[src/rtl/bx3_pkg.sv]
// Shared types, constants and lane arithmetic for the 3x3 box downscaler.
package bx3_pkg;

  localparam int unsigned LANE_W   = 12;
  localparam int unsigned LANES    = 4;
  localparam int unsigned SUM_W    = LANE_W * LANES;
  localparam int unsigned CH_W     = 8;
  localparam int unsigned COL_W    = 10;
  localparam int unsigned ROW_W    = 10;
  localparam int unsigned WIDTH_W  = 10;
  localparam int unsigned HEIGHT_W = 11;
  localparam int unsigned GRP_W    = 9;   // block column index, up to 1022/3
  localparam int unsigned CFG_IDX_W = 1;

  localparam logic [HEIGHT_W-1:0] ROW_LIMIT = 11'd1024;

  // floor(v/9) for v < 4096 as (v * 14564) >> 17
  localparam int unsigned RECIP_W     = 15;
  localparam logic [RECIP_W-1:0] RECIP9 = 15'd14564;
  localparam int unsigned RECIP_SHIFT = 17;

  // position within a block, column or row
  localparam logic [1:0] PH_FIRST = 2'd0;
  localparam logic [1:0] PH_LAST  = 2'd2;

  // configuration register indexes
  localparam logic [CFG_IDX_W-1:0] REG_FRAME_WIDTH  = 1'b0;
  localparam logic [CFG_IDX_W-1:0] REG_FRAME_HEIGHT = 1'b1;

  typedef logic [SUM_W-1:0] sum_t;

  typedef struct packed {
    logic             active;  // pixel lies in a kept block
    logic             last;    // block is the last one of the frame
    logic [1:0]       col_ph;
    logic [1:0]       row_ph;
    logic [GRP_W-1:0] grp;
  } pos_t;

  function automatic sum_t lane_add(sum_t a, sum_t b);
    sum_t r;
    for (int c = 0; c < LANES; c++) begin
      r[c*LANE_W +: LANE_W] = a[c*LANE_W +: LANE_W] + b[c*LANE_W +: LANE_W];
    end
    return r;
  endfunction

  function automatic logic [CH_W-1:0] div9_sat(logic [LANE_W-1:0] v);
    logic [LANE_W+RECIP_W-1:0] p;
    logic [LANE_W+RECIP_W-RECIP_SHIFT-1:0] q;
    p = (LANE_W+RECIP_W)'(v) * (LANE_W+RECIP_W)'(RECIP9);
    q = p[LANE_W+RECIP_W-1:RECIP_SHIFT];
    return (q > (LANE_W+RECIP_W-RECIP_SHIFT)'(255)) ? 8'hFF : q[CH_W-1:0];
  endfunction

endpackage

[src/rtl/bx3_pos_ctrl.sv]
// Raster position counters and block classification of the next input pixel.
module bx3_pos_ctrl #(
  parameter int unsigned MAX_OUT_COLUMNS = 256
) (
  input  logic                            clk_i,
  input  logic                            rst_ni,
  input  logic                            adv_i,
  input  logic [bx3_pkg::WIDTH_W-1:0]     width_i,
  input  logic [bx3_pkg::HEIGHT_W-1:0]    height_i,
  output bx3_pkg::pos_t                   pos_o
);

  localparam int unsigned CW = bx3_pkg::COL_W + 1;
  localparam int unsigned RW = bx3_pkg::HEIGHT_W + 1;

  logic [bx3_pkg::COL_W-1:0]    col_q, col_d;
  logic [bx3_pkg::ROW_W-1:0]    row_q, row_d;
  logic [1:0]                   col_ph_q, col_ph_d, row_ph_q, row_ph_d;
  logic [bx3_pkg::GRP_W-1:0]    grp_q, grp_d;

  logic [bx3_pkg::WIDTH_W-1:0]  eff_w;
  logic [bx3_pkg::HEIGHT_W-1:0] eff_h;
  logic [CW-1:0]                col_start;
  logic [RW-1:0]                row_start;
  logic                         grp_kept, grp_final, col_act, row_act, col_end, row_end;

  always_comb begin
    eff_w = (width_i == '0) ? bx3_pkg::WIDTH_W'(1) : width_i;
    if (height_i == '0) begin
      eff_h = bx3_pkg::HEIGHT_W'(1);
    end else if (height_i > bx3_pkg::ROW_LIMIT) begin
      eff_h = bx3_pkg::ROW_LIMIT;
    end else begin
      eff_h = height_i;
    end
  end

  // first column and row of the current block
  assign col_start = CW'(col_q) - CW'(col_ph_q);
  assign row_start = RW'(row_q) - RW'(row_ph_q);

  assign grp_kept  = 11'(grp_q) < 11'(MAX_OUT_COLUMNS);
  assign grp_final = 11'(grp_q) == 11'(MAX_OUT_COLUMNS - 1);
  assign col_act   = (col_start + CW'(3) <= CW'(eff_w)) && grp_kept;
  assign row_act   = (row_start + RW'(3) <= RW'(eff_h));
  assign col_end   = (col_start + CW'(6) > CW'(eff_w)) || grp_final;
  assign row_end   = (row_start + RW'(6) > RW'(eff_h));

  always_comb begin
    pos_o.active = col_act && row_act;
    pos_o.last   = col_end && row_end;
    pos_o.col_ph = col_ph_q;
    pos_o.row_ph = row_ph_q;
    pos_o.grp    = grp_q;
  end

  always_comb begin
    col_d    = col_q;
    row_d    = row_q;
    col_ph_d = col_ph_q;
    row_ph_d = row_ph_q;
    grp_d    = grp_q;
    if (adv_i) begin
      if (CW'(col_q) + CW'(1) >= CW'(eff_w)) begin
        col_d    = '0;
        col_ph_d = bx3_pkg::PH_FIRST;
        grp_d    = '0;
        if (RW'(row_q) + RW'(1) >= RW'(eff_h)) begin
          row_d    = '0;
          row_ph_d = bx3_pkg::PH_FIRST;
        end else begin
          row_d    = row_q + bx3_pkg::ROW_W'(1);
          row_ph_d = (row_ph_q >= bx3_pkg::PH_LAST) ? bx3_pkg::PH_FIRST : row_ph_q + 2'd1;
        end
      end else begin
        col_d = col_q + bx3_pkg::COL_W'(1);
        if (col_ph_q >= bx3_pkg::PH_LAST) begin
          col_ph_d = bx3_pkg::PH_FIRST;
          grp_d    = grp_q + bx3_pkg::GRP_W'(1);
        end else begin
          col_ph_d = col_ph_q + 2'd1;
        end
      end
    end
  end

  always_ff @(posedge clk_i or negedge rst_ni) begin
    if (!rst_ni) begin
      col_q    <= '0;
      row_q    <= '0;
      col_ph_q <= bx3_pkg::PH_FIRST;
      row_ph_q <= bx3_pkg::PH_FIRST;
      grp_q    <= '0;
    end else begin
      col_q    <= col_d;
      row_q    <= row_d;
      col_ph_q <= col_ph_d;
      row_ph_q <= row_ph_d;
      grp_q    <= grp_d;
    end
  end

endmodule

[config.mk]
export PLATFORM = sky130hd
export DESIGN_NAME = bx3_pos_ctrl
export DESIGN_NICKNAME = d
export VERILOG_FILES = /design/src/rtl/bx3_pkg.sv /design/src/rtl/bx3_pos_ctrl.sv
export SDC_FILE = /design/constraint.sdc
export NUM_CORES = 1
export LEC_CHECK = 0
export ABC_AREA = 1
export BUFFER_PORTS_ARGS = -buffer_cell sky130_fd_sc_hd__buf_2
export CAP_MARGIN = 20
export CORE_ASPECT_RATIO = 1.1
export CORE_MARGIN = 5
export CORE_UTILIZATION = 42
export CTS_BUF_LIST = sky130_fd_sc_hd__clkbuf_8
export CTS_CLUSTER_SIZE = 24
export DETAILED_ROUTE_END_ITERATION = 7
export GPL_TIMING_DRIVEN = 0
export PLACE_DENSITY = 0.7
export SYNTH_ARGS = -nofsm -noshare
export SYNTH_HDL_FRONTEND = slang
export SYNTH_SLANG_ARGS = --single-unit
[constraint.sdc]
create_clock -name clk_i -period 8.19 [get_ports clk_i]
set_input_delay 2.0475 -clock clk_i [delete_from_list [all_inputs] [get_ports clk_i]]
set_output_delay 2.0475 -clock clk_i [all_outputs]
set_load 0.01 [all_outputs]
Yosys cells after proc, flatten, opt, wreduce, memory -nomap -nowiden
Index checks and enable logic that the tools add are counted.
- register bits: 33
- input port bits: 24
- add/subtract/negate cells: 13
- $lt $le $gt $ge: 10
- eq/ne operators: 1
- mux-type cells: 11
- reductions and logical operators: 9
- operators by type and width (operator ; number):
    10-bit two-way mux ; 3
    10-bit by 1-bit adder with 11-bit output (second input constant) ; 2
    11-bit two-way mux ; 2
    10-bit by 2-bit subtractor with 11-bit output ; 2
    10-bit by 1-bit adder with 10-bit output (second input constant) ; 2
    9-bit two-way mux ; 2
    11-bit by 3-bit adder with 12-bit output (second input constant) ; 1
    11-bit by 4-bit adder with 12-bit output (second input constant) ; 1
    12-bit by 11-bit greater-than comparator with 1-bit output ; 1
    12-bit by 11-bit <= comparator with 1-bit output ; 1
    11-bit by 2-bit adder with 11-bit output (second input constant) ; 1
    11-bit by 3-bit adder with 11-bit output (second input constant) ; 1
    11-bit by 10-bit >= comparator with 1-bit output ; 1
    11-bit >= comparator ; 1
    11-bit by 10-bit greater-than comparator with 1-bit output ; 1
    11-bit greater-than comparator (second input constant) ; 1
    11-bit by 10-bit <= comparator with 1-bit output ; 1
    11-bit logical NOT ; 1
    10-bit logical NOT ; 1
    9-bit by 1-bit adder with 9-bit output (second input constant) ; 1
    9-bit by 8-bit == test with 1-bit output (second input constant) ; 1
    9-bit < comparator (second input constant) ; 1
    2-bit two-way mux ; 4
    2-bit by 1-bit adder with 2-bit output (second input constant) ; 2
    other kinds (5) ; 9

Depth between registers and ports, before layout
Gate-level depths: netlist of run 1.
- depth after elaboration: 5
- mapped depth: 28
- mapped depth without buffers: 28

Least setup slack after synthesis of run 1
No wires, ideal clock.
- path type: input to output
- from: in height_i[2] (netlist name)
- to: out pos_o[13] (netlist name)
- arrival time: 3.768 ns
- data required time: 6.142 ns
- setup slack: 2.375 ns
- stages: 13
- cell sequence: nor4_1 -> nand3_1 -> nand2_1 -> nand2_1 -> ha_1 -> nand2_1 -> nor4_1 -> a21oi_1 -> nand2_1 -> o21ai_0 -> nand2_1 -> nand2_1 -> inv_1
- RTL lines (element ; RTL line ; RTL):
    start: declaration ; bx3_pos_ctrl.sv:9 ; input logic [bx3_pkg::HEIGHT_W-1:0] height_i,
    end: declaration ; bx3_pos_ctrl.sv:10 ; output bx3_pkg::pos_t pos_o

==> results of run 1 <==
==> how the worst max path moves through the flow <==
| stage | to | from | depth (start not counted) |
|---|---|---|---|
| finish | pos_o[13] | height_i[6] | 14 |
| floorplan | pos_o[13] | height_i[2] | 13 |
| global route | pos_o[13] | height_i[6] | 14 |
| global placement | pos_o[13] | height_i[6] | 14 |
| detailed placement | pos_o[13] | height_i[6] | 14 |
| CTS | pos_o[13] | height_i[6] | 14 |
==> flip-flops by register name, summed over array words and instances (netlist names) <==
register,cells
row_q,10
col_ph_q,2
row_ph_q,2
col_q,10
grp_q,9
==> critical path: cells and delay by family <==
kind                     cells  cell delay (ns)
adder cells (fa/ha/maj)      1             0.35
AO/OA/AOI/OAI                1             0.26
AND/OR/NAND/NOR              8             1.41
buffers and inverters        4             0.33
==> layer usage <==
metal,vias up,share of wire (%)
met5,-,0
met4,0,1.7
met3,16,3.6
met2,70,46
met1,2052,48
li1,2508,-
==> stage by stage <==
step | util (%) | total power [W]
2_1_floorplan | - | 0.001893
3_3_place_gp | 46.34 | 0.002301
3_5_place_dp | 46.34 | 0.002334
4_1_cts | 47.13 | 0.002474
5_1_grt | 47.13 | 0.002836
6_report | 47.13 | 0.002451
==> cells by family after synthesis <==
kind of cell,Yosys count,share of synthesized area (%)
simple gates,395,34.84
fa+ha+maj,81,20.77
xor+xnor,50,9.222
compound gates,60,6.923
buf+inv,137,11.57
flops,33,16.68
==> cell usage in the layout, fill, tap and decap left out, drive strengths merged, types with 8 or more instances in the layout <==
master  synthesis  final
nand3          46     46
xnor2          11     11
buf            11     48
nand4          21     21
nor3            8      8
nand2         221    221
o21ai          18     18
dfrtp          33     33
clkbuf          4     10
inv           122    122
a21oi          23     23
o22ai          10     10
ha             79     79
nor2           86     86
xor2           39     39
==> report_power, final <==
group          internal [W]  switching, W
clock             0.0000664     0.0000569
sequential         0.000215     0.0000636
combinational      0.000800       0.00125
total               0.00108       0.00137
==> final cells by class <==
type	count	area [µm²]
repair buffers	37	185.2
inverters	122	457.9
well taps	150	187.7
clock inverters	1	7.507
flip-flops and latches	33	825.8
plain buffers	15	115.1
fillers	1265	6076
multi-input cells	586	3553
clock buffers	6	82.58
==> run summary, run 1 <==
Placed Instance Area: 0.005325 mm²
CP max-delay cell: ha_1
Detailed Routing Iterations Pass 1: 4
Top cell by count, worst path: nand2_1
average vias per placed instance: 4.891
Slew @ Worst Pin: 0.7212 ns
final setup margin: 1.735 ns
type of origin of the critical path: primary input
Iter 0 DRT Violations: 179
Yosys reg bits: 33
Worst Hold Depth: 2
Netlist cell types: 39
Crit Path Class: in2out
RSZ-0062 raised after global routing: false
initial antenna violation count: 0
post_cts resized: 0
total gr overflow: 0
critical path fanouts, max: 10
Root Buffer: clkbuf_8
synth top area cells: ha_1 20%, dfrtp_1 17%, nand2_1 17%
clock buffer count from CTS: 5
Synth Cell Area: 0.004952 mm²
largest net degree at the start of global routing: 34
DIE AREA: 0.01407 mm²
maximum vdd drop: 135.5 µV
Clock Sinks: 33
M3 GR Usage: 2.138%
vias post-DR: 4646
warnings from Yosys: 0
HP Class: reg2reg
Syn Nets: 861
final hold slack: 0.5133 ns
Final Max Tran Viols: 0
number of global-route vias before repair: 4476
CTS Buffer Depth: 2
critical path, cell by cell: buf_2 > nor4_1 > nand3_1 > nand2_1 > nand2_1 > ha_1 > nand2_1 > nor4_1 > inv_1 > o21ai_0 > nand2_1 > nand2_1 > inv_1 > buf_2
Most Used Layer, Global Route: met2
ys async rst share: 100.0%
Inst Count DP: 943
Synth top area share: 19.96%
DIE WIDTH: 113.5 µm
arrival time worst endpoint: 4.41 ns
worst path required time: 6.14 ns
largest stage delay on the critical path: 0.35 ns
CP Capture Type: primary output
final net count: 905
Layout Skew: 0.008852 ns
number of flops mapped to enable cells by yosys: 0
antenna violation net count after detailed routing: 0
Hold Path Sink: grp_q[1]$_DFFE_PN0P_
Yosys top cell by area: ha_1
Reg-to-Reg End: row_q[8]$_DFFE_PN0P_
Max Cap Viol: 0
Port-buffer cells: 37
first-pass GRT wire length: 19980 µm
count leader, synth: nand2_1
Final Critical Period: 6.455 ns
number of I/O pins: 39
sequential cell area fraction in the yosys report: 16.68%
WL/cell: 11.82 µm
DP Wirelength: 9597 µm
fin cells: 950
Reg2Reg Depth: 17
ant diodes: 0
Mapped Avg Cell Area: 6.551 µm²
GR Util met2: 28.72%
leakage power: 3.159 nW
top_reg_cell synth: dfrtp_1
Core ar.: 0.01149 mm²
initial core utilization: 43.10%
final hold vios: 0
R2R Path Start: row_q[0]$_DFFE_PN0P_
max_slew headroom: 51.92%
flop2flop setup slack: 5.38 ns
synthesized instance count: 756
All-Layer GR Usage: 17.11%
final setup vio count: 0
worst-skew pair later-pin latency: 0.27 ns
routability cong.: 0.8537
Area Overhead vs Synth: 9.348%
row count: 41
crit share post-route: 78.81%
H-tree levels: 2
Die Y: 123.9 µm
layout cells sized above 1: 10.13%
met1 usage: 23.19%
pre-CTS WS: 1.739 ns
post-CTS setup repair buffer count: 0
Final Cell Area: 0.005415 mm²
commonest cells in the netlist: 218 x nand2_1, 120 x inv_1, 79 x ha_1
hold_sp: grp_q[1]$_DFFE_PN0P_
cts hold-fix bufs: 0
DRC errors left: 0
total wire length: 11230 µm
Pwr Density: 452.7 mW/mm²
status: finished, final reports clean
TritonCTS clock tree: built
final setup TNS: 0 ns
fmax: 154.9 MHz
clk slew on worst S/H paths: 0.07 ns
Note: power is estimated with default switching activity, not from simulation.
==> run 2: changes to the inputs <==
Settings changed: ABC_AREA 1 to 0.
Clock period 8.19 ns to 6.6 ns, I/O delays scaled along.
==> run 2 against run 1 <==
Die area shrank 3.7%. Sequential power grew 22%. Register-to-register slack lost 3.0 ns. Hold slack gained 0.0075 ns. Flip-flop and latch count is the same. Design area shrank 1.9%. Total power grew 10%. Clock power grew 40%. Clock-buffer cell count grew 1. Clock skew shrank 0.0040 ns. Utilization grew 1.1 points. Largest power group unchanged.
==> run summary, run 2 <==
arrival time worst endpoint: 4.68 ns (+0.27 ns)
most frequent cells in the layout: 79 x ha_1, 54 x nand2_1, 44 x inv_1, 39 x buf_2, 37 x nor2_1
WP buf/inv: 3 (-1)
number of global-route vias before repair: 4585 (+2.4%)
All-Layer GR Usage: 18.67% (+1.6 points)
RSZ-0062 raised after global routing: false
worst-skew pair later-pin latency: 0.28 ns (about the same)
worst path required time: 4.95 ns (-1.19 ns)
FF/Latch Area: 825.8 µm² (unchanged)
crit share post-route: 95.97%
CP max-delay cell: fa_1
layout cells sized above 1: 11.21% (+1.1 points)
Clock Sinks: 33 (unchanged)
Crit Path Class: reg2out
Yosys top cell by area: ha_1
type of origin of the critical path: flip-flop
final setup TNS: 0 ns (unchanged)
Max Cap Viol: 0 (unchanged)
warnings from Yosys: 0 (unchanged)
Core ar.: 0.01101 mm² (-4.2%)
Slew @ Worst Pin: 0.7844 ns (+0.06320 ns)
ys async rst share: 100.0% (unchanged)
critical path fanouts, max: 7 (-3)
fin util: 48.26% (+1.1 points)
fmax: 157.9 MHz
Synth top area share: 20.81% (+0.85 points)
Pwr Density: 509.5 mW/mm² (+13%)
DIE AREA: 0.01354 mm² (-3.7%)
Area Overhead vs Synth: 11.85%
row count: 40 (-2.4%)
Top delay family on crit path: compound AO/OA/AOI/OAI gates
max_slew headroom: 47.71% (-4.2 points)
ant diodes: 0 (unchanged)
Port-buffer cells: 37 (unchanged)
final setup vio count: 0 (unchanged)
Synth Cell Area: 0.004751 mm² (-4.1%)
Final Max Tran Viols: 0 (unchanged)
Netlist cell types: 64 (+64%)
initial antenna violation count: 0 (unchanged)
total wire length: 12930 µm (+15%)
commonest cells in the netlist: 79 x ha_1, 54 x nand2_1, 44 x inv_1
leakage power: 2.418 nW (-23%)
number of I/O pins: 39 (unchanged)
TritonCTS clock tree: built
Detailed Routing Iterations Pass 1: 5 (+1)
vias post-DR: 4628 (-0.39%)
routability cong.: 0.9226 (+8.1%)
critical path, cell by cell: inv_1 > ha_1 > fa_1 > ha_1 > clkbuf_1 > o311ai_0 > o31ai_1 > xor2_1 > ha_1 > nor4_2 > nand3_1 > a221o_1 > a221o_1 > a2111oi_2 > buf_2
Total Power: 0.002707 W (+10%)
synth top area cells: ha_1 21%, dfrtp_1 17%, xnor2_1 5.3%
sequential cell area fraction in the yosys report: 17.38% (+0.71 points)
count leader, synth: ha_1
final hold vios: 0 (unchanged)
largest stage delay on the critical path: 0.58 ns (+0.23 ns)
number of flops mapped to enable cells by yosys: 0 (unchanged)
final net count: 746 (-18%)
average vias per placed instance: 5.866 (+20%)
WL/cell: 16.39 µm (+39%)
clk slew on worst S/H paths: 0.07 ns (about the same)
initial core utilization: 43.15% (+0.051 points)
maximum vdd drop: 192.7 µV (+42%)
largest net degree at the start of global routing: 34 (unchanged)
Layout Skew: 0.004816 ns (-0.004036 ns)
DP Wirelength: 10450 µm (+8.9%)
CTS Buffer Depth: 2 (unchanged)
DIE WIDTH: 111.4 µm (-1.9%)
DRC errors left: 0 (unchanged)
commonest non-fill, non-tap cell in the layout: ha_1
Fill cells: 1090 (-14%)
status: finished, final reports clean
cts hold-fix bufs: 0 (unchanged)
Die Y: 121.5 µm (-1.9%)
Mapped Avg Cell Area: 7.998 µm² (+22%)
clock buffer count from CTS: 5 (unchanged)
total gr overflow: 0 (unchanged)
Iter 0 DRT Violations: 332 (+85%)
area taken by multi-input logic gates: 0.003716 mm² (+4.6%)
Top cell by count, worst path: ha_1
top_reg_cell synth: dfrtp_1
top flop regs: col_q x10, row_q x10, grp_q x9
HP Class: reg2reg
Yosys reg bits: 33 (unchanged)
antenna violation net count after detailed routing: 0 (unchanged)
Root Buffer: clkbuf_8
synthesized instance count: 594 (-21%)
Syn Nets: 699 (-19%)
first-pass GRT wire length: 21380 µm (+7.0%)
CP Capture Type: primary output
Final Critical Period: 6.334 ns
H-tree levels: 2 (unchanged)
==> run 2: cell count changes after synthesis, sizes merged, moves of 12 or more <==
cell and change:
nand2 -167, inv -78, nor2 -49, nand3 -24, xnor2 +18, clkbuf +16
nand2b +14, xor2 -14, a31oi +12, o22ai +12
==> run 2: worst reg2reg max path, delay by kind of cell, from the launching register on <==
kind,cells,cell delay [ns]
AND/OR/NAND/NOR,4,1.16
flip-flops,1,0.39
XOR/XNOR,1,0.20
adder cells (fa/ha/maj),1,0.28
buffers and inverters,1,0.44
AO/OA/AOI/OAI,4,1.60
==> run 2: metal layers <==
layer / routed length, µm / vias to the layer above / track usage (%)
met4: 283 / 0 / 5.932
met3: 493 / 25 / 1.689
met5: 0 / - / 0
li1: - / 2276 / -
met1: 5902 / 2213 / 24.43
met2: 6254 / 114 / 32.65
==> run 2: worst paths after layout <==
| kind | slack, ns | cells past startpoint | from | to |
|---|---|---|---|---|
| min reg2reg | 0.52 | 1 | grp_q[0]$_DFFE_PN0P_ | grp_q[0]$_DFFE_PN0P_ |
| min in group asynchronous | 1.45 | 1 | rst_ni | row_q[0]$_DFFE_PN0P_ |
| max reg2reg | 2.36 | 11 | col_q[4]$_DFFE_PN0P_ | row_ph_q[0]$_DFFE_PN0P_ |
| max | 0.27 | 15 | col_q[0]$_DFFE_PN0P_ | pos_o[14] |
| min | 0.52 | 1 | grp_q[0]$_DFFE_PN0P_ | grp_q[0]$_DFFE_PN0P_ |
| max in group asynchronous | 4.66 | 1 | rst_ni | col_q[5]$_DFFE_PN0P_ |
==> run 2: what timing repair did <==
action	CTS	global route
buffers inserted	0	3
endpoints found under the setup margin	1	2
gates resized for setup	3	11
pin swaps	0	1
==> run 2: final cells by class <==
| type | instances | area share, % |
|---|---|---|
| multi-input combinational | 490 | 69.93 |
| sequential | 33 | 15.54 |
| timing repair buffer | 40 | 3.909 |
| tap | 147 | 3.461 |
| inverter | 46 | 3.249 |
| buffer | 25 | 2.001 |
| clock buffer | 7 | 1.813 |
| clock inverter | 1 | 0.09418 |
==> run 2: kinds of logic (layout without fill, tap and decap cells) <==
kind of cell	after synthesis	count (layout)	share of synthesized area, %
buffers and inverters	71	119	5.847
AOI/OAI and AO/OA	138	138	20.41
adders and majority gates	81	81	21.65
and+or+nand+nor	207	207	22.57
xor gates and xnor gates	54	54	9.955
muxes	10	10	2.186
DFF	33	33	17.38
==> run 2: where the power goes <==
group | total (W) | internal (W) | switching (W)
clock network | 0.000172 | 0.0000944 | 0.0000777
logic | 0.00219 | 0.000909 | 0.00129
registers | 0.000340 | 0.000268 | 0.0000722
total | 0.00271 | 0.00127 | 0.00144
==> run 2: metrics by stage <==
step | instance area [µm²] | cells | worst slack (ns) | hold slack (ns)
final | 5314 | 789 | 0.2663 | 0.5209
after global routing | 5314 | 789 | 0.02840 | 0.5480
after CTS | 5236 | 786 | 0.02869 | 0.5292
after detailed placement | 5120 | 778 | 0.06541 | 0.5170
after global placement | 5120 | 778 | 0.2143 | 0.5092
after floorplan | 4751 | 594 | 0.9879 | 0.5489
==> run 3: changes to the inputs <==
Settings changed: CORE_UTILIZATION 42 to 40, PLACE_DENSITY 0.7 to 0.64.
==> run 3 against run 2 <==
Via count shrank 2.5%. Clock skew grew 0.010 ns. Global-route usage down 0.79 points. Combinational power is 2% lower. Clock power rose by 15%.
==> run summary, run 3 (synthesis gave the netlist of run 2 again) <==
final setup vio count: 0 (unchanged)
Clock Sinks: 33 (unchanged)
vias post-DR: 4511 (-2.5%)
maximum vdd drop: 227.1 µV (+18%)
type of origin of the critical path: flip-flop
number of I/O pins: 39 (unchanged)
CP max-delay cell: fa_1
final hold vios: 0 (unchanged)
All-Layer GR Usage: 17.88% (-0.79 points)
initial antenna violation count: 0 (unchanged)
total gr overflow: 0 (unchanged)
fmax: 158.6 MHz (+0.46%)
crit share post-route: 95.53% (-0.44 points)
R2R Path Start: col_q[4]$_DFFE_PN0P_
final setup TNS: 0 ns (unchanged)
worst path required time: 4.95 ns (about the same)
Final Cell Area: 0.005313 mm² (about the same)
Detailed Routing Iterations Pass 1: 4 (-1)
worst setup path endpoint: pos_o[14]
Placed Instance Area: 0.005124 mm² (about the same)
largest net degree at the start of global routing: 34 (unchanged)
clk slew on worst S/H paths: 0.07 ns (about the same)
DIE AREA: 0.01416 mm² (+4.6%)
DP Wirelength: 10190 µm (-2.5%)
ant diodes: 0 (unchanged)
most frequent cells in the layout: 79 x ha_1, 54 x nand2_1, 44 x inv_1, 39 x buf_2, 37 x nor2_1
Crit Path Class: reg2out
TritonCTS clock tree: built
Inst Count DP: 781 (+0.39%)
routability cong.: 0.8580 (-7.0%)
Iter 0 DRT Violations: 241 (-27%)
Pwr Density: 505.2 mW/mm² (-0.85%)
final net count: 744 (-0.27%)
crit path from: row_q[0]$_DFFE_PN0P_
Top cell by count, worst path: ha_1
initial core utilization: 41.16% (-2.0 points)
top flop regs: col_q x10, row_q x10, grp_q x9
largest stage delay on the critical path: 0.50 ns (-0.08 ns)
Port-buffer cells: 37 (unchanged)
Slew @ Worst Pin: 0.7706 ns (-0.01377 ns)
critical path fanouts, max: 6 (-1)
commonest non-fill, non-tap cell in the layout: ha_1
status: finished, final reports clean
Layout Skew: 0.01525 ns (+0.01043 ns)
DIE WIDTH: 113.9 µm (+2.2%)
HP Class: reg2reg
row count: 41 (+2.5%)
leakage power: 2.407 nW (-0.46%)
Final Critical Period: 6.305 ns (-0.02882 ns)
H-tree levels: 2 (unchanged)
fin util: 46.03% (-2.2 points)
critical path, cell by cell: inv_1 > ha_1 > fa_1 > nand2b_1 > mux2i_1 > a32oi_1 > or3_1 > xor2_1 > ha_1 > nand4_1 > a21oi_1 > a2111oi_0 > o21ai_0 > a2111oi_2 > buf_2
Max Cap Viol: 0 (unchanged)
CTS Buffer Depth: 2 (unchanged)
Fill cells: 1145 (+5.0%)
Reg-to-Reg End: row_ph_q[0]$_DFFE_PN0P_
number of global-route vias before repair: 4428 (-3.4%)
Core ar.: 0.01154 mm² (+4.8%)
average vias per placed instance: 5.710 (-2.7%)
flop2flop setup slack: 2.39 ns (+0.03 ns)
RSZ-0062 raised after global routing: false
layout cells sized above 1: 10.78% (-0.43 points)
arrival time worst endpoint: 4.65 ns (-0.03 ns)
cts hold-fix bufs: 0 (unchanged)
DRC errors left: 0 (unchanged)
Total Power: 0.002684 W (-0.87%)
Final Max Tran Viols: 0 (unchanged)
fin cells: 790 (+0.13%)
antenna violation net count after detailed routing: 0 (unchanged)
worst-skew pair later-pin latency: 0.30 ns (+0.02 ns)
WL/cell: 15.90 µm (-3.0%)
first-pass GRT wire length: 21310 µm (-0.29%)
total wire length: 12560 µm (-2.9%)
Area Overhead vs Synth: 11.83% (about the same)
Reg2Reg Depth: 11 (unchanged)
clock buffer count from CTS: 5 (unchanged)
Die Y: 124.3 µm (+2.3%)
CP Capture Type: primary output
Root Buffer: clkbuf_8
max_slew headroom: 48.32% (+0.61 points)
## run 3: report_power, final
part,total [W],switching [W],internal [W]
sequential,0.000339,0.0000708,0.000268
combinational,0.00215,0.00126,0.000887
clock,0.000198,0.0000849,0.000113
total,0.00268,0.00142,0.00127
## run 3: worst max-delay path, delay by kind of cell (launching register included)
family	cells	cell delay, ns
AND/OR/NAND/NOR	3	0.89
multiplexers	1	0.25
adder cells (fa/ha/maj)	3	1.05
AO/OA/AOI/OAI	5	1.28
flip-flops	1	0.41
buffers and inverters	2	0.30
XOR/XNOR	1	0.17
## run 3: metrics by stage
stage	worst slack (ns)	hold WS (ns)
after floorplan	0.9879	0.5489
final	0.2951	0.5468
after CTS	0.001382	0.5481
after global routing	0.02101	0.5625
after global placement	0.2405	0.5144
after detailed placement	0.1419	0.5285
## run 3: cell type report
cell class / instances / area [µm²] / area share, %
flip-flops and latches: 33 / 825.8 / 15.54
multi-input cells: 490 / 3712 / 69.88
clock inverters: 3 / 46.29 / 0.8714
inverters: 46 / 172.7 / 3.250
plain buffers: 25 / 106.4 / 2.002
repair buffers: 38 / 192.7 / 3.627
clock buffers: 5 / 68.82 / 1.295
well taps: 150 / 187.7 / 3.533
## run 3: repair_timing
item / 4_1_cts / 5_1_grt
setup buffers: 0 / 1
setup endpoints to repair: 1 / 2
pin swaps: 0 / 2
resized for setup: 3 / 9
## run 3: routing by layer
metal | wire length [µm] | share of wire, % | global-route usage [%] | vias to the layer above
met3 | 392 | 3.1 | 1.798 | 13
met2 | 5966 | 48 | 29.43 | 69
met4 | 147 | 1.2 | 4.263 | 0
met5 | 0 | 0 | 0 | -
met1 | 6052 | 48 | 25.06 | 2159
li1 | - | - | - | 2270
## run 3: worst min path at each step
stage / end / start / cells past startpoint / slack (ns)
global route: grp_q[0]$_DFFE_PN0P_ / grp_q[0]$_DFFE_PN0P_ / 1 / 0.56
finish: grp_q[0]$_DFFE_PN0P_ / grp_q[0]$_DFFE_PN0P_ / 1 / 0.55
detailed placement: grp_q[0]$_DFFE_PN0P_ / grp_q[0]$_DFFE_PN0P_ / 1 / 0.53
CTS: grp_q[0]$_DFFE_PN0P_ / grp_q[0]$_DFFE_PN0P_ / 1 / 0.55
global placement: grp_q[0]$_DFFE_PN0P_ / grp_q[0]$_DFFE_PN0P_ / 1 / 0.51
floorplan: grp_q[0]$_DFFE_PN0P_ / grp_q[0]$_DFFE_PN0P_ / 1 / 0.55
